`config.mk`:
```
export PLATFORM = sky130hd
export DESIGN_NAME = amt_div
export DESIGN_NICKNAME = d
export VERILOG_FILES = /design/src/sv/amt_pkg.sv /design/src/sv/amt_div.sv
export SDC_FILE = /design/constraint.sdc
export NUM_CORES = 1
export LEC_CHECK = 0
export ABC_AREA = 0
export BUFFER_PORTS_ARGS = -buffer_cell sky130_fd_sc_hd__buf_2
export CORE_UTILIZATION = 50
export CTS_CLUSTER_DIAMETER = 30
export CTS_CLUSTER_SIZE = 8
export DETAILED_ROUTE_END_ITERATION = 10
export PLACE_DENSITY = 0.74
export SYNTH_ARGS = -nofsm -noshare
export SYNTH_HDL_FRONTEND = slang
export SYNTH_SLANG_ARGS = --single-unit
```
`constraint.sdc`:
```
create_clock -name clk -period 6.55 [get_ports clk]
set_clock_uncertainty 0.05 [all_clocks]
set_input_delay 0.655 -clock clk [delete_from_list [all_inputs] [get_ports clk]]
set_output_delay 0.655 -clock clk [all_outputs]
set_load 0.005 [all_outputs]
```
`src/sv/amt_pkg.sv`:
```
// Shared constants, types and state codes of the adaptive mean threshold block.
package amt_pkg;

	localparam int MAX_WIDTH  = 1024;
	localparam int MAX_HALF   = 15;
	localparam int PIXEL_BITS = 8;
	localparam int MAX_HEIGHT = 4096;

	localparam int WID_W  = 11;
	localparam int HGT_W  = 13;
	localparam int HALF_W = 4;
	localparam int OFF_W  = 9;
	localparam int DATA_W = 13;

	localparam int COL_W  = $clog2(MAX_WIDTH);
	localparam int OROW_W = $clog2(MAX_HEIGHT);
	localparam int IROW_W = OROW_W + 1;
	localparam int LIN_W  = 24;

	localparam int STORE_SIZE = 2 * MAX_HALF * MAX_WIDTH + 2 * MAX_HALF + 1;
	localparam int ADDR_W     = $clog2(STORE_SIZE);

	localparam int SPAN_W  = $clog2(2 * MAX_HALF + 1);
	localparam int WIN_MAX = (2 * MAX_HALF + 1) * (2 * MAX_HALF + 1);
	localparam int CNT_W   = $clog2(WIN_MAX + 1);
	localparam int SUM_W   = $clog2(WIN_MAX * 255 + 1);

	typedef enum logic [1:0] {
		REG_WIDTH,
		REG_HEIGHT,
		REG_HALF,
		REG_OFFSET
	} amt_reg_t;

	typedef struct packed {
		logic [WID_W-1:0]        width;
		logic [HGT_W-1:0]        height;
		logic [HALF_W-1:0]       half;
		logic signed [OFF_W-1:0] offset;
	} amt_cfg_t;

	typedef enum logic [3:0] {
		ST_IDLE,
		ST_G0,
		ST_G1,
		ST_G2,
		ST_G3,
		ST_DECIDE,
		ST_WIN0,
		ST_WIN1,
		ST_WIN2,
		ST_SWEEP,
		ST_DRAIN,
		ST_DIVGO,
		ST_DIVW,
		ST_EMIT
	} amt_state_t;

endpackage

```
`src/sv/amt_div.sv`:
```
// Restoring divider for the window mean, one quotient bit per cycle.
module amt_div (
	input  logic                      clk,
	input  logic                      arst_n,
	input  logic                      start,
	input  logic [amt_pkg::SUM_W-1:0] dividend,
	input  logic [amt_pkg::CNT_W-1:0] divisor,
	output logic                      done,
	output logic [amt_pkg::SUM_W-1:0] quotient
);

	localparam int STEP_W = $clog2(amt_pkg::SUM_W + 1);

	logic [amt_pkg::CNT_W-1:0] rem_q;
	logic [amt_pkg::SUM_W-1:0] quo_q;
	logic [amt_pkg::CNT_W-1:0] dsr_q;
	logic [STEP_W-1:0]         step_q;
	logic                      done_q;
	logic [amt_pkg::CNT_W:0]   trial;
	logic                      fits;

	assign trial = {rem_q, quo_q[amt_pkg::SUM_W-1]};
	assign fits  = trial >= {1'b0, dsr_q};

	always_ff @(posedge clk or negedge arst_n) begin
		if (!arst_n) begin
			step_q <= '0;
			done_q <= 1'b0;
		end else begin
			done_q <= 1'b0;
			if (start)
				step_q <= STEP_W'(amt_pkg::SUM_W);
			else if (step_q != '0) begin
				step_q <= step_q - 1'b1;
				if (step_q == STEP_W'(1))
					done_q <= 1'b1;
			end
		end
	end

	always_ff @(posedge clk) begin
		if (start) begin
			rem_q <= '0;
			quo_q <= dividend;
			dsr_q <= divisor;
		end else if (step_q != '0) begin
			rem_q <= fits ? amt_pkg::CNT_W'(trial - {1'b0, dsr_q})
				: trial[amt_pkg::CNT_W-1:0];
			quo_q <= {quo_q[amt_pkg::SUM_W-2:0], fits};
		end
	end

	assign done     = done_q;
	assign quotient = quo_q;

endmodule

```
Word-level counts from Yosys, hierarchy flattened
Index checks and enable logic that the tools add are counted.
{"block": "word_totals", "register_bits": 44, "latch_bits": 0, "ram_bits": 0, "romBits": 0, "input_bits": 31, "out_inout_bits": 19, "elab_cells": 19, "n_memories": 0}
{"block": "classes", "n_addsub": 2, "mul": 0, "div_mod_pow": 0, "order_cmp": 1, "n_eq_ne": 1, "shifts": 0, "muxes": 8, "bitwise": 0, "reduce_logical": 2}
{"op": "two-way mux 18 bit", "n": 2}
{"op": ">= comparator 11 x 10 -> 1 bit", "n": 1}
{"op": "two-way mux 10 bit", "n": 1}
{"op": "two-way mux 5 bit", "n": 2}
{"op": "subtractor 10 bit", "n": 1}
{"op": "equality test 5 x 1 -> 1 bit (second input constant)", "n": 1}
{"op": "nonzero test 5 bit", "n": 1}
{"op": "subtractor 5 x 1 -> 5 bit (second input constant)", "n": 1}
{"op": "two-way mux 1 bit", "n": 3}
{"op": "nonzero test 2 bit", "n": 1}

Longest topological paths before layout
{"block": "logic_depth", "depth_word": 4, "mapped_depth": 10, "mapped_depth_nobuf": 10}

Least setup slack after synthesis
No wires, ideal clock.
{"block": "synth_timing", "path_kind": "in2reg", "start": "input port start", "end": "register quo_q, in the netlist quotient[0] (enable)", "setup_time_ps": 377, "arrival_ps": 1785, "required_time_ps": 6123, "path_slack_ps": 4338, "cell_stages": 3, "n_path_buf": 2, "cell_sequence": "clkbuf_1 -> clkbuf_1 -> nand2b_1"}
{"block": "synth_via", "elab_chain_cells": 1}
{"element": "start: declaration", "line_no": "amt_div.sv:5", "source": "input logic start,"}
{"element": "nonzero test 2 bit (no source line)"}
{"element": "end signal: assignment", "line_no": "amt_div.sv:44", "source": "quo_q <= dividend;"}
{"element": "end signal: assignment", "line_no": "amt_div.sv:49", "source": "quo_q <= {quo_q[amt_pkg::SUM_W-2:0], fits};"}
{"element": "end: declaration", "line_no": "amt_div.sv:15", "source": "logic [amt_pkg::SUM_W-1:0] quo_q;"}
No other way between the ends.
A chain may end at the register's enable or synchronous reset.

Final worst setup path
{"block": "layout_timing", "start": "register quo_q, in the netlist quotient[17]", "end": "register rem_q[6] (netlist bit)"}
{"block": "layout_via", "elab_chain_cells": 2, "elab_cells_between_ends": 3, "cone_classes": "1 x add/sub; 1 x order compare; 1 x mux"}
{"element": "subtractor 10 bit or >= comparator 11 x 10 -> 1 bit (tied branches)", "line_no": "amt_div.sv:47, amt_div.sv:23"}
{"element": "two-way mux 10 bit *", "line_no": "amt_div.sv:47", "source": "rem_q <= fits ? amt_pkg::CNT_W'(trial - {1'b0, dsr_q})"}
{"element": "end signal: assignment", "line_no": "amt_div.sv:47"}
{"element": "end: declaration", "line_no": "amt_div.sv:14", "source": "logic [amt_pkg::CNT_W-1:0] rem_q;"}
Every way passes the cells marked *; elsewhere a longest branch is shown, timed or not.

==> impl_metrics.toml <==
[setup_path]
cp.arrival_ps = 2520
cp-start-kind = "flip-flop"
crit_type = "reg -> reg"
crit-reg2reg-launch = "quotient[17]"
cp.required_ps = 6710
critical_path.max_fanout = 2
critPathLaunch = "quotient[17]"
endpoint_kind = "flip-flop"

[sta]
finalHoldWorstSlack_ps = 124.4
fin_crit_ps = 2361
rsz0062_at_grt = "false"
finalMaxSlewViolations = 0
fin_crit_sh_pct = 36.05
setup-violations-final = 0
slew_headroom_pct = 45.92
fmax_ghz = 0.4235
hold_violations = 0
worstMarginPinSlew_ps = 811.3
tns_ps = 0

[finish]
drive_gt1_share_pct = 33.47
fin_area_um2 = 2740
final_common_cell = "buf_2"
final_cell_mix = "49 x buf_2, 28 x edfxtp_1, 18 x mux2_2, 16 x nor2_1, 14 x inv_1"
diodes = 0
syn2layout_area_growth_pct = 16.92
final_util_pct = 61.66
fin_nets = 292

[synth]
ys_ff_latch = 44
syn_inst = 197
synthesis.area_um2 = 2343
yosys_warnings = 0
synth_edf_count = 28
syn_avg_cell_area_um2 = 11.90
ys_seq_area_share_pct = 50.83
synth-async-reset-ratio_pct = 13.64
yosysTopAreaCellShare_pct = 35.88
synth_top_area_cell = "edfxtp_1"
ys_types = 46
synth_top_flop_cell = "edfxtp_1"
synth_nets = 242
synthTopCellsByArea = "edfxtp_1 36%, mux2_2 8.6%, dfxtp_1 8.5%"

[cts]
numCtsBuffers = 5
cts_root_buffer = "clkbuf_8"
post_cts.repair.setup_buffers = 0
cts.path.max_buffers = 2
cts_resized = 0
cts_max_level = 2
cts.sinks = 44
path_clk_slew_ps = 80
holdBufCountCts = 0
tritoncts = "done"
insertion_delay_ps = 290

[route]
first_pass_iters = 7
vias = 1619
routedWlPerCell_um = 13.98
finalWirelength_mm = 4.195
ant_nets = 0
routed_via_density = 5.397
initialDrtViolationCount = 75
drc_errors = 2

[flow_run]
maxCapViolCount = 0

[floorplanning]
die_w_um = 70.46
die_y_um = 70.46
initial_core_util_pct = 52.73
io_pins = 50
num_rows = 24
dieArea_um2 = 4965
core_area_um2 = 4444

[power]
ir_drop_mv = 0.2299
finalPower_mw = 0.9749
powerDensity_nw_per_um2 = 355.8
p_leak_nw = 1.200

[global_route]
antenna_found_initial = 0
grt_max_degree = 48
grt_pass1_wl_mm = 7.072
grt_pass1_vias = 1578
grt_util_all_layers_pct = 18.46
grt-ovfl-total = 0

[min_path]
hp-class = "in -> async"

[outcome]
failed_checks = "design-rule violations"
status = "finished with violations"

[placement]
port_buffers = 49
gp_congestion = 0.8018
dp_hpwl_mm = 2.933
post_dp_cell_area_um2 = 2634
## cells in the mapped netlist (2+ instances only)
cell	instances
o21bai_1	2
a21oi_1	10
o211ai_1	2
nor2b_1	3
edfxtp_1	28
mux2i_1	6
a21o_1	3
inv_1	14
xnor2_1	6
nor2_1	16
dfxtp_1	10
clkbuf_1	5
dfrtp_1	6
ha_1	13
nor3b_1	2
xor2_1	4
nand2b_1	2
mux2_2	18
nor3_1	5
a211o_1	2
and2_1	2
nand2_1	7
a211oi_1	6
and3_1	2
o21a_1	2
## area by class of cell
class	instances	area [µm²]
clock buffer	7	76.32
clock inverter	1	30.03
fill	359	1704
inverter	14	52.55
multi-input combinational	132	1072
sequential	44	1191
tap	52	65.06
timing repair buffer	50	252.7
## state kept, by name (all words and copies together) (netlist names)
signal,flops
step_q,5
dsr_q,10
done,1
rem_q,10
quotient,18
## cell families (layout without fill, tap and decap cells)
kind of cell	Yosys count	in the layout	synth area share [%]
AO/OA/AOI/OAI	37	37	11.69
XOR/XNOR	10	10	3.737
adder cells (fa/ha/maj)	14	14	7.795
buffers and inverters	21	72	3.417
flip-flops	44	44	50.83
multiplexers	25	25	11.85
AND/OR/NAND/NOR	46	46	10.68
## critical path, stage by stage, from the launching register on
cell and delay, ps:
edfxtp_1 380, inv_1 100, ha_1 180, inv_1 60, fa_1 410, a21o_1 220, a22oi_1 240, nor2b_1 200
xnor2_1 130, mux2i_1 90, a211oi_1 220
## per-layer routing
| metal | vias up | wire length, µm | GRT usage (%) |
|---|---|---|---|
| met5 | - | 0 | 0 |
| met4 | 0 | 61 | 6.122 |
| met3 | 9 | 224 | 5.051 |
| met2 | 43 | 1970 | 29.99 |
| met1 | 749 | 1938 | 23.81 |
| li1 | 818 | - | - |
## power breakdown
part	internal [mW]	switching (mW)
clock network	0.114	0.0878
registers	0.354	0.0366
logic	0.187	0.195
total	0.655	0.320
## worst paths after layout
path	cells past startpoint	end	slack, ps
worst max-delay path	10	rem_q[6]	4190
worst min-delay path	1	step_q[3]	120
worst max register to register	10	rem_q[6]	4190
worst min register to register	2	rem_q[2]	430
max in group asynchronous	1	step_q[0]	6180
min in group clk	2	rem_q[2]	430
## stage by stage
step	setup slack [ps]	instances
after floorplan	4338	197
after global placement	4202	292
after detailed placement	4176	292
after CTS	4198	300
after global routing	4008	300
final	4189	300
(Power assumes the default switching activity.)
