`src/sv/amt_pkg.sv`:
```
// Shared constants, types and state codes of the adaptive mean threshold block.
package amt_pkg;

	localparam int MAX_WIDTH  = 1024;
	localparam int MAX_HALF   = 15;
	localparam int PIXEL_BITS = 8;
	localparam int MAX_HEIGHT = 4096;

	localparam int WID_W  = 11;
	localparam int HGT_W  = 13;
	localparam int HALF_W = 4;
	localparam int OFF_W  = 9;
	localparam int DATA_W = 13;

	localparam int COL_W  = $clog2(MAX_WIDTH);
	localparam int OROW_W = $clog2(MAX_HEIGHT);
	localparam int IROW_W = OROW_W + 1;
	localparam int LIN_W  = 24;

	localparam int STORE_SIZE = 2 * MAX_HALF * MAX_WIDTH + 2 * MAX_HALF + 1;
	localparam int ADDR_W     = $clog2(STORE_SIZE);

	localparam int SPAN_W  = $clog2(2 * MAX_HALF + 1);
	localparam int WIN_MAX = (2 * MAX_HALF + 1) * (2 * MAX_HALF + 1);
	localparam int CNT_W   = $clog2(WIN_MAX + 1);
	localparam int SUM_W   = $clog2(WIN_MAX * 255 + 1);

	typedef enum logic [1:0] {
		REG_WIDTH,
		REG_HEIGHT,
		REG_HALF,
		REG_OFFSET
	} amt_reg_t;

	typedef struct packed {
		logic [WID_W-1:0]        width;
		logic [HGT_W-1:0]        height;
		logic [HALF_W-1:0]       half;
		logic signed [OFF_W-1:0] offset;
	} amt_cfg_t;

	typedef enum logic [3:0] {
		ST_IDLE,
		ST_G0,
		ST_G1,
		ST_G2,
		ST_G3,
		ST_DECIDE,
		ST_WIN0,
		ST_WIN1,
		ST_WIN2,
		ST_SWEEP,
		ST_DRAIN,
		ST_DIVGO,
		ST_DIVW,
		ST_EMIT
	} amt_state_t;

endpackage

```
`src/sv/amt_cfg.sv`:
```
// Configuration registers with saturation to the supported geometry.
module amt_cfg (
	input  logic                       clk,
	input  logic                       arst_n,
	input  logic                       wr_en,
	input  logic [1:0]                 wr_index,
	input  logic [amt_pkg::DATA_W-1:0] wr_data,
	output amt_pkg::amt_cfg_t          cfg
);

	logic [amt_pkg::WID_W-1:0]  width_q;
	logic [amt_pkg::HGT_W-1:0]  height_q;
	logic [amt_pkg::HALF_W-1:0] half_q;
	logic [amt_pkg::OFF_W-1:0]  offset_q;

	always_ff @(posedge clk or negedge arst_n) begin
		if (!arst_n) begin
			width_q  <= amt_pkg::WID_W'(640);
			height_q <= amt_pkg::HGT_W'(480);
			half_q   <= amt_pkg::HALF_W'(15);
			offset_q <= amt_pkg::OFF_W'(15);
		end else if (wr_en) begin
			case (amt_pkg::amt_reg_t'(wr_index))
				amt_pkg::REG_WIDTH:  width_q  <= wr_data[amt_pkg::WID_W-1:0];
				amt_pkg::REG_HEIGHT: height_q <= wr_data[amt_pkg::HGT_W-1:0];
				amt_pkg::REG_HALF:   half_q   <= wr_data[amt_pkg::HALF_W-1:0];
				amt_pkg::REG_OFFSET: offset_q <= wr_data[amt_pkg::OFF_W-1:0];
				default: ;
			endcase
		end
	end

	always_comb begin
		if (width_q == '0)
			cfg.width = amt_pkg::WID_W'(1);
		else if (width_q > amt_pkg::WID_W'(amt_pkg::MAX_WIDTH))
			cfg.width = amt_pkg::WID_W'(amt_pkg::MAX_WIDTH);
		else
			cfg.width = width_q;
		if (height_q == '0)
			cfg.height = amt_pkg::HGT_W'(1);
		else if (height_q > amt_pkg::HGT_W'(amt_pkg::MAX_HEIGHT))
			cfg.height = amt_pkg::HGT_W'(amt_pkg::MAX_HEIGHT);
		else
			cfg.height = height_q;
		if (half_q > amt_pkg::HALF_W'(amt_pkg::MAX_HALF))
			cfg.half = amt_pkg::HALF_W'(amt_pkg::MAX_HALF);
		else
			cfg.half = half_q;
		cfg.offset = $signed(offset_q);
	end

endmodule

```
`config.mk`:
```
export PLATFORM = sky130hd
export DESIGN_NAME = amt_cfg
export DESIGN_NICKNAME = d
export VERILOG_FILES = /design/src/sv/amt_pkg.sv /design/src/sv/amt_cfg.sv
export SDC_FILE = /design/constraint.sdc
export NUM_CORES = 1
export LEC_CHECK = 0
export ABC_AREA = 1
export ABC_CLOCK_PERIOD_IN_PS = 3050
export BUFFER_PORTS_ARGS = -buffer_cell sky130_fd_sc_hd__buf_2
export CORE_MARGIN = 1.5
export CORE_UTILIZATION = 40
export CTS_CLUSTER_DIAMETER = 60
export DETAILED_ROUTE_END_ITERATION = 12
export HOLD_SLACK_MARGIN = 0.02
export PLACE_DENSITY = 0.74
export SYNTH_ARGS = -nofsm -noshare
export SYNTH_HDL_FRONTEND = slang
export SYNTH_SLANG_ARGS = --single-unit
export TNS_END_PERCENT = 100
```
`constraint.sdc`:
```
create_clock -name clk -period 3.05 [get_ports clk]
set_input_delay 0.305 -clock clk [delete_from_list [all_inputs] [get_ports clk]]
set_output_delay 0.305 -clock clk [all_outputs]
set_load 0.01 [all_outputs]
```
# Word-level counts from Yosys, hierarchy flattened
# Index checks and enable logic that the tools add are counted.
dict set report totals {
  wordCells 22
  reg_bits 37
  output_inout_bits 37
  inputBits 18
}
dict set report classes {
  eq_ne 3
  muxes 5
  reduce_logical 7
  order_cmp 3
}
# operator n
set ops {}
lappend ops {{2-to-1 mux 13 bit} 2}
lappend ops {{2-to-1 mux 11 bit} 2}
lappend ops {{greater-than comparator 13 bit, second input constant} 1}
lappend ops {{logical NOT 13 bit} 1}
lappend ops {{greater-than comparator 11 bit, second input constant} 1}
lappend ops {{logical NOT 11 bit} 1}
lappend ops {{AND reduction 2 bit} 4}
lappend ops {{== test 2 bit, second input constant} 2}
lappend ops {{greater-than comparator 4 bit, second input constant} 1}
lappend ops {{2-to-1 mux 4 bit} 1}
lappend ops {{== test 2 x 1 -> 1 bit, second input constant} 1}
lappend ops {{logical NOT 2 bit} 1}

# Depth between registers and ports, before layout
# Gate-level depths: netlist (run 1).
dict set report logic_depth {
  ltp_word 3
  mapped_depth 7
  ltp_nobuf 7
}

# Worst setup path after synthesis (run 1)
# No wires, ideal clock.
dict set report synth_path {
  kind {register -> output}
  from {register width_q[5] in the netlist's numbering}
  to {output port cfg[27] in the netlist's numbering}
  t_arrival_ps 1018
  path_slack_ps 1727
  n_path_buf 0
  t_required_ps 2745
  stages_incl_launch_ff 6
  cell_sequence {dfrtp_1 -> nor2_1 -> nand3_1 -> o21ai_1 -> inv_1 -> nor2_1}
}
# element line_no
set synth_lines {}
lappend synth_lines {{start: declaration} amt_cfg.sv:11} ;# logic [amt_pkg::WID_W-1:0] width_q;
lappend synth_lines {{start signal: assignment} amt_cfg.sv:18} ;# width_q <= amt_pkg::WID_W'(640);
lappend synth_lines {{start signal: assignment} amt_cfg.sv:24} ;# amt_pkg::REG_WIDTH: width_q <= wr_data[amt_pkg::WID_W-1:0];
lappend synth_lines {{end: declaration} amt_cfg.sv:8} ;# output amt_pkg::amt_cfg_t cfg

==> impl_metrics.toml, run 1 <==
[synth]
synth_top_area_share_pct = 31.7
yosys-top-cells-count = "nand2_1 (50), inv_1 (29), nor2_1 (28)"
syn_inst = 206
yosys.area.top_type = "dfrtp_1"
yosysMostFrequentCell = "nand2_1"
synth_edf_count = 0
ys_top_cells_by_area = "dfrtp_1 (32%), dfstp_2 (20%), nand2_1 (10%)"
synth-seq-cells = 37
ys_warn_count = 0
ys.flop_type = "dfrtp_1"
syn_area_um2 = 1820
syn_area_per_cell_um2 = 8.81
syn_nets = 224
synth_cell_type_count = 18
async_flop_share_pct = 100
synth-seq-area-share_pct = 52.0

[cts]
cts_resized = 0
cts_buffer_depth = 2
cts_sinks = 37
path_clk_slew_ns = 0.08
cts_tree = "yes"
cts_setup_buffers = 0
hold_buffers = 0
cts-root-buf = "clkbuf_8"
clk_latency_ns = 0.29
cts_buffers = 5
htree_levels = 2

[critical_path]
critPathMaxFanout = 8
crit_path_start_kind = "flip-flop"
setup.worst_path.start = "width_q[5]"
r2r_cells = 1
crit_required_ns = 2.74
crit_type = "reg2out"
cp-end-kind = "output port"
r2r_slack_ns = 2.07
r2r-end = "height_q[12]"
worstPathArrival_ns = 1.52
r2r-start = "height_q[12]"

[routing]
drtIter0Drc = 99
post_drt_wl_per_cell_um = 12.5
ant_nets = 0
first_pass_iters = 4
wirelength_mm = 3.89
via_per_inst = 4.70
drc = 0
via_count = 1466

[pwr]
max-vdd-ir-drop_uv = 285
leakage_nw = 1.15
p_per_area_nw_per_um2 = 617

[job]
drv_cap = 0

[global_route]
grtUsageTotal_pct = 17.4
grt_first_pass_wirelength_mm = 6.66
first_global_vias = 1371
antenna_found_initial = 0
grt_max_degree = 38
grt_overflow = 0

[floorplan]
ios = 55
row_count = 24
die_area_um2 = 4950
start_util_pct = 41.7
coreArea_um2 = 4350
fp.dieW_um = 70.4
die_h_um = 70.4

[timing]
worstMarginPinSlew_ns = 0.832
fmax_mhz = 548
finalHoldViolCount = 0
period_share_pct = 59.9
finalSetupViolCount = 0
fin_crit_ns = 1.83
maxSlewHeadroom_pct = 44.5
setup_tns_ns = 0
fin_ws_ns = 1.22
skew_ns = 0
report.final.slew_viol_count = 0
rsz0062_at_grt = "false"

[status]
status = "finished clean"

[placement]
numPortBuffers = 54
place.gp.congestion = 0.786
preCtsSetupSlack_ns = 1.56
place_hpwl_mm = 2.86

[worst_hold_path]
worstHoldPathType = "in2async"

[final_layout]
fin_nets = 277
drive_gt1_share_pct = 37.7
diodes = 0
areaGrowthSynthToFinish_pct = 19.6
[stage by stage]
step	instances	hold WS [ns]	cell area (µm²)	utilization, %	total power, mW
detailed placement	304	0.441	2090	47.9	1.02
floorplan	206	0.00941	1820	-	0.880
CTS	312	0.123	2170	49.9	1.36
finish	312	0.112	2170	49.9	1.34
global placement	304	0.437	2090	47.9	1.00
global route	312	0.169	2170	49.9	1.43
[critical path: stages, from the launching register on]
cell and delay, ns:
dfrtp_1 0.40, nor2_1 0.16, nand3_1 0.11, o21ai_1 0.17, inv_1 0.15, nor2_1 0.11
buf_2 0.13
[how the worst max path moves through the flow]
stage	to
after floorplan	cfg[27]
after global placement	cfg[30]
after detailed placement	cfg[31]
after CTS	cfg[31]
after global routing	cfg[29]
final	cfg[29]
[kinds of logic after synthesis]
family | Yosys count | synth area share, %
and+or+nand+nor | 86 | 19.9
AOI/OAI and AO/OA | 44 | 17.0
DFF | 37 | 52.0
buffers and inverters | 37 | 9.51
muxes | 2 | 1.65
[state kept, by name, indices dropped and copies added (netlist names)]
register  flops
height_q     13
offset_q      9
width_q      11
half_q        4
[cells in the final DEF (no fill, tap or decap), types with 4 or more instances in the layout]
| cell type | instances |
|---|---|
| buf_2 | 54 |
| nand2_1 | 50 |
| inv_1 | 29 |
| nor2_1 | 28 |
| dfrtp_1 | 23 |
| o21ai_2 | 18 |
| o21ai_1 | 14 |
| dfstp_2 | 14 |
| a21boi_1 | 8 |
| clkbuf_8 | 5 |
| o21ai_0 | 4 |
[routing by layer]
layer / GRT usage, % / up-vias / wire, µm
met5: 0 / - / 0
met4: 6.41 / 0 / 57
met1: 22.8 / 667 / 1710
li1: - / 746 / -
met2: 27.1 / 46 / 1840
met3: 5.34 / 7 / 282
[where the power goes]
| part | total, mW | internal (mW) | leakage (nW) | switching [mW] |
|---|---|---|---|---|
| Clock | 0.337 | 0.162 | 0.0385 | 0.175 |
| Combinational | 0.344 | 0.148 | 0.684 | 0.196 |
| Sequential | 0.658 | 0.592 | 0.432 | 0.0661 |
| Total | 1.34 | 0.901 | 1.15 | 0.437 |
[layout make-up]
class                      instances  area [µm²]
inverter                          29         109
tap                               52        65.1
clock inverter                     1        7.51
clock buffer                       7        76.3
sequential                        37         943
multi-input combinational        132         699
timing repair buffer              54         270
fill                             423        2180
Power figures use the tool's default switching activity.
==> run 2: changes to the inputs <==
--- a/config.mk
+++ b/config.mk
@@ -5,15 +5,15 @@
 export SDC_FILE = /design/constraint.sdc
 export NUM_CORES = 1
 export LEC_CHECK = 0
-export ABC_AREA = 1
-export ABC_CLOCK_PERIOD_IN_PS = 3050
+export ABC_AREA = 0
+export ABC_CLOCK_PERIOD_IN_PS = 1500
 export BUFFER_PORTS_ARGS = -buffer_cell sky130_fd_sc_hd__buf_2
 export CORE_MARGIN = 1.5
 export CORE_UTILIZATION = 40
 export CTS_CLUSTER_DIAMETER = 60
 export DETAILED_ROUTE_END_ITERATION = 12
 export HOLD_SLACK_MARGIN = 0.02
-export PLACE_DENSITY = 0.74
+export PLACE_DENSITY = 0.77
 export SYNTH_ARGS = -nofsm -noshare
 export SYNTH_HDL_FRONTEND = slang
 export SYNTH_SLANG_ARGS = --single-unit
==> constraint.sdc (replaced) <==
create_clock -name clk -period 1.5 [get_ports clk]
set_input_delay 0.15 -clock clk [delete_from_list [all_inputs] [get_ports clk]]
set_output_delay 0.15 -clock clk [all_outputs]
set_load 0.01 [all_outputs]
==> impl_metrics.toml, run 2 <==
[pwr]
leakage_nw = 1.04
max-vdd-ir-drop_uv = 896
clock_power_share_pct = 28.6
p_sw_mw = 0.853
swShare_pct = 28.2
p_seq_share_pct = 45.8
p_int_mw = 2.17
comb_power_share_pct = 25.7
p_per_area_nw_per_um2 = 1380

[synth]
yosys.area.top_type = "dfrtp_1"
yosysMostFrequentCell = "mux2_2"
synth-seq-cells = 37
synth_cell_type_count = 15
ys_top_cells_by_area = "dfrtp_1 (34%), dfstp_2 (22%), mux2_2 (18%)"
ys_warn_count = 0
synth-seq-area-share_pct = 56.2
syn_inst = 114
syn_nets = 132
syn_area_per_cell_um2 = 14.7
yosys-top-cells-count = "mux2_2 (27), dfrtp_1 (23), nor2b_1 (20)"
async_flop_share_pct = 100
ys.flop_type = "dfrtp_1"
synth_top_area_share_pct = 34.3
syn_area_um2 = 1680
synth_edf_count = 0

[final_layout]
layout_common_cells = "buf_2 (53), mux2_2 (27), dfrtp_1 (23)"
layout_commonest_cell = "buf_2"
largest_reg_flops = 13
fin_nets = 194
regMostFlops = "height_q"
reg.largest.list = "height_q: 13 flops, width_q: 11 flops, offset_q: 9 flops"
drive_gt1_share_pct = 72.3
final_cells = 227
diodes = 0
areaGrowthSynthToFinish_pct = 30.0

[routing]
drtIter0Drc = 36
via_count = 1125
via_per_inst = 4.96
drc = 0
post_drt_wl_per_cell_um = 15.2
wirelength_mm = 3.45
ant_nets = 0
first_pass_iters = 3

[timing]
finalHoldViolCount = 0
fmax_mhz = 683
holdWs_ns = 0.0919
report.final.slew_viol_count = 0
fin_crit_ns = 1.46
period_share_pct = 97.7
worstMarginPinSlew_ns = 0.455
skew_ns = 0
rsz0062_at_grt = "true"
maxSlewHeadroom_pct = 69.6
finalSetupViolCount = 0

[global_route]
grt_first_pass_wirelength_mm = 5.29
grt_max_degree = 38
use_met2_pct = 25.0
use_met3_pct = 4.17
first_global_vias = 1090
grtUsageTotal_pct = 16.0
busiest_layer = "met2"
antenna_found_initial = 0
met1_usage_pct = 20.8
grt_overflow = 0

[critical_path]
crit_path_start_kind = "flip-flop"
path_cells = "nor4_2 -> a32o_1 -> buf_2"
crit_required_ns = 1.35
critPathMaxFanout = 3
cp-end-kind = "output port"
crit_path_top_delay_cell = "dfrtp_1"
worstPathArrival_ns = 1.31
crit_type = "reg2out"
critical_path.max_stage_delay_ns = 0.41

[floorplan]
die_area_um2 = 4600
row_count = 23
fp.dieW_um = 67.8
die_h_um = 67.8
coreArea_um2 = 4030
start_util_pct = 41.7
ios = 55

[cts]
cts-root-buf = "clkbuf_8"
path_clk_slew_ns = 0.08
cts_buffers = 5
clk_latency_ns = 0.29
cts_sinks = 37
cts_tree = "yes"
htree_levels = 2
cts_buffer_depth = 2

[status]
status = "finished clean"

[placement]
numPortBuffers = 54
place.gp.congestion = 0.756
place_hpwl_mm = 2.53
placedCellCount = 216

[worst_hold_path]
worstHoldPathType = "in2reg"

[job]
drv_cap = 0
## run 2: area by class of cell
cell class / instances / area [µm²]
Multi-Input combinational cell: 69 / 723
Clock inverter: 3 / 46.3
Clock buffer: 5 / 68.8
Timing Repair Buffer: 61 / 332
Fill cell: 350 / 1850
Inverter: 2 / 7.51
Tap cell: 50 / 62.6
Sequential cell: 37 / 943
## run 2: final timing paths
check | slack, ns | cells past startpoint | startpoint | to
max | 0.04 | 3 | height_q[1] | cfg[13]
min | 0.09 | 2 | wr_data[9] | height_q[9]
max reg2reg | 0.49 | 2 | width_q[10] | width_q[10]
min reg2reg | 0.51 | 1 | offset_q[5] | offset_q[5]
max in group asynchronous | 0.72 | 3 | arst_n | offset_q[1]
min in group asynchronous | 0.42 | 3 | arst_n | height_q[9]
## run 2: kinds of logic after synthesis
family                 share of synthesized area [%]
DFF                                             56.2
muxes                                           27.0
buffers and inverters                           2.68
AOI/OAI and AO/OA                               1.19
and+or+nand+nor                                 12.9
## run 2: routing by layer
metal | routed length [µm] | vias to the layer above | part of all wire [%]
met2 | 1740 | 28 | 50
met1 | 1500 | 565 | 44
li1 | - | 526 | -
met5 | 0 | - | 0
met3 | 150 | 6 | 4.3
met4 | 61 | 0 | 1.8
## run 2: what timing repair did
item	CTS	global route
hold endpoints to repair	23	0
gates resized for setup	0	7
setup buffers	0	2
endpoints found under the setup margin	0	2
hold buffers	1	0
## run 2: worst max-delay path: cells and delay by family (launching register included)
family,cells,cell delay [ns]
flops,1,0.41
buf+inv,1,0.13
compound gates,1,0.20
simple gates,1,0.28
## run 2: per-stage QoR
stage | setup WS [ns] | TNS (ns) | power [mW] | utilization, % | cell area [µm²]
2_1_floorplan | 0.449 | 0 | 1.81 | - | 1680
3_3_place_gp | 0.337 | 0 | 2.11 | 49.8 | 2000
3_5_place_dp | 0.327 | 0 | 2.14 | 49.8 | 2000
4_1_cts | 0.0133 | 0 | 3.01 | 52.9 | 2130
5_1_grt | -0.0346 | -0.0512 | 3.20 | 54.2 | 2180
6_report | 0.0352 | 0 | 3.02 | 54.2 | 2180
## run 2: power by group through the flow
stage	combinational, mW	clock (mW)	sequential [mW]
final	0.776	0.863	1.38
after global routing	0.851	0.942	1.41
after CTS	0.759	0.891	1.36
after detailed placement	0.754	0	1.38
after global placement	0.735	0	1.37
after floorplan	0.427	0	1.38
==> run 3: changes to the inputs <==
--- a/config.mk
+++ b/config.mk
@@ -8,12 +8,14 @@
 export ABC_AREA = 0
 export ABC_CLOCK_PERIOD_IN_PS = 1500
 export BUFFER_PORTS_ARGS = -buffer_cell sky130_fd_sc_hd__buf_2
-export CORE_MARGIN = 1.5
+export CORE_MARGIN = 5
 export CORE_UTILIZATION = 40
+export CTS_BUF_LIST = sky130_fd_sc_hd__clkbuf_16
 export CTS_CLUSTER_DIAMETER = 60
 export DETAILED_ROUTE_END_ITERATION = 12
 export HOLD_SLACK_MARGIN = 0.02
 export PLACE_DENSITY = 0.77
+export SETUP_SLACK_MARGIN = 0.15
 export SYNTH_ARGS = -nofsm -noshare
 export SYNTH_HDL_FRONTEND = slang
 export SYNTH_SLANG_ARGS = --single-unit
==> impl_metrics.toml, run 3 (synthesis results as in run 2) <==
[critical_path]
critPathMaxFanout = 3
setup.worst_path.start = "height_q[7]"
worstPathArrival_ns = 1.28
crit_required_ns = 1.35
path_delay_family = "flip-flops"
cp.buffers_inverters = 1
r2r-start = "width_q[10]"
crit_type = "reg2out"
critical_path.max_stage_delay_ns = 0.56
crit_path_start_kind = "flip-flop"
crit_path_top_delay_cell = "dfstp_2"
path_cells = "nor4_2 -> a32o_1 -> buf_2"
cp-end-kind = "output port"

[placement]
place.gp.congestion = 0.718
place_hpwl_mm = 2.69
preCtsSetupSlack_ns = 0.301
numPortBuffers = 54
place_area_um2 = 2000
placedCellCount = 215

[global_route]
grtUsageTotal_pct = 14.6
grt_max_degree = 38
first_global_vias = 1193
grt_overflow = 0
grt_first_pass_wirelength_mm = 6.11
antenna_found_initial = 0

[timing]
maxSlewHeadroom_pct = 69.1
setup_tns_ns = 0
finalHoldViolCount = 0
period_share_pct = 95.1
finalSetupViolCount = 0
report.final.slew_viol_count = 0
fin_crit_ns = 1.43
worstMarginPinSlew_ns = 0.463
fin_ws_ns = 0.0735
skew_ns = 0
rsz0062_at_grt = "true"
fmax_mhz = 701

[cts]
clk_latency_ns = 0.27
htree_levels = 2
cts_sinks = 37
cts_buffer_depth = 2
cts_buffers = 5
path_clk_slew_ns = 0.06
cts_tree = "yes"
cts-root-buf = "clkbuf_16"

[final_layout]
fillerInstances = 330
regMostFlops = "height_q"
final_cells = 229
largest_reg_flops = 13
reg.largest.list = "height_q: 13 flops, width_q: 11 flops, offset_q: 9 flops"
layout_commonest_cell = "buf_2"
fin_nets = 196
final_area_um2 = 2250
layout_common_cells = "buf_2 (54), mux2_2 (27), dfrtp_1 (22)"
diodes = 0
drive_gt1_share_pct = 72.6
areaGrowthSynthToFinish_pct = 33.9
final_util_pct = 55.8

[floorplan]
row_count = 23
die_area_um2 = 5590
die_h_um = 74.8
start_util_pct = 41.7
fp.dieW_um = 74.8
coreArea_um2 = 4030
ios = 55

[worst_hold_path]
hold_start = "wr_data[12]"
worstHoldPathType = "in2reg"

[routing]
ant_nets = 0
via_per_inst = 5.01
wirelength_mm = 3.73
drc = 0
first_pass_iters = 4
via_count = 1147
drtIter0Drc = 37
post_drt_wl_per_cell_um = 16.3

[job]
drv_cap = 0

[pwr]
leakage_nw = 1.07
max-vdd-ir-drop_uv = 1000
p_per_area_nw_per_um2 = 1500

[status]
status = "finished clean"
## run 3: cell count changes in the layout (fill, tap and decap cells not counted)
cell,delta
buf_4,+2
buf_6,-1
dfrtp_2,+1
dfrtp_1,-1
buf_2,+1
a32o_1,+1
a32o_2,-1
clkbuf_16,+5
clkbuf_8,-5
## run 3: area by class of cell
cell class / count / area (µm²) / area share [%]
multi-input cells: 69 / 722 / 32.1
well taps: 50 / 62.6 / 2.78
inverters: 2 / 7.51 / 0.334
clock inverters: 3 / 46.3 / 2.06
clock buffers: 5 / 125 / 5.56
repair buffers: 63 / 340 / 15.1
flip-flops and latches: 37 / 945 / 42.0
## run 3: repair_timing
| item | in CTS | in global routing |
|---|---|---|
| gates resized for setup | 5 | 1 |
| setup endpoints to repair | 2 | 2 |
| gates cloned | 0 | 0 |
| hold buffers | 1 | 0 |
| endpoints found under the hold margin | 23 | 0 |
| setup buffers | 4 | 1 |
| pin swaps | 4 | 1 |
## run 3: per-stage QoR
step	hold WS (ns)	total power, mW
detailed placement	0.217	2.13
finish	0.104	3.37
global placement	0.205	2.11
global route	0.102	3.54
floorplan	-0.146	1.81
CTS	0.101	3.39
## run 3: power breakdown
group	leakage [nW]	internal, mW	total [mW]	switching (mW)
clock network	0.0800	0.786	1.19	0.406
registers	0.418	1.24	1.38	0.142
logic	0.571	0.438	0.795	0.357
total	1.07	2.47	3.37	0.905
## run 3: worst paths after layout
| path | end | depth (start not counted) | slack [ns] |
|---|---|---|---|
| max in group asynchronous | width_q[7] | 3 | 0.70 |
| min in group asynchronous | height_q[4] | 3 | 0.44 |
| hold reg to reg | offset_q[7] | 1 | 0.50 |
| hold / removal | height_q[12] | 2 | 0.10 |
| setup / recovery | cfg[13] | 3 | 0.07 |
| setup reg to reg | width_q[10] | 2 | 0.53 |
## run 3: metal layers
| layer | share of wire [%] | track usage, % | vias up | wire length (µm) |
|---|---|---|---|---|
| li1 | - | - | 529 | - |
| met1 | 41 | 17.6 | 583 | 1530 |
| met2 | 51 | 24.3 | 30 | 1910 |
| met3 | 6.4 | 5.47 | 5 | 238 |
| met4 | 1.4 | 4.74 | 0 | 54 |
| met5 | 0 | 0 | - | 0 |
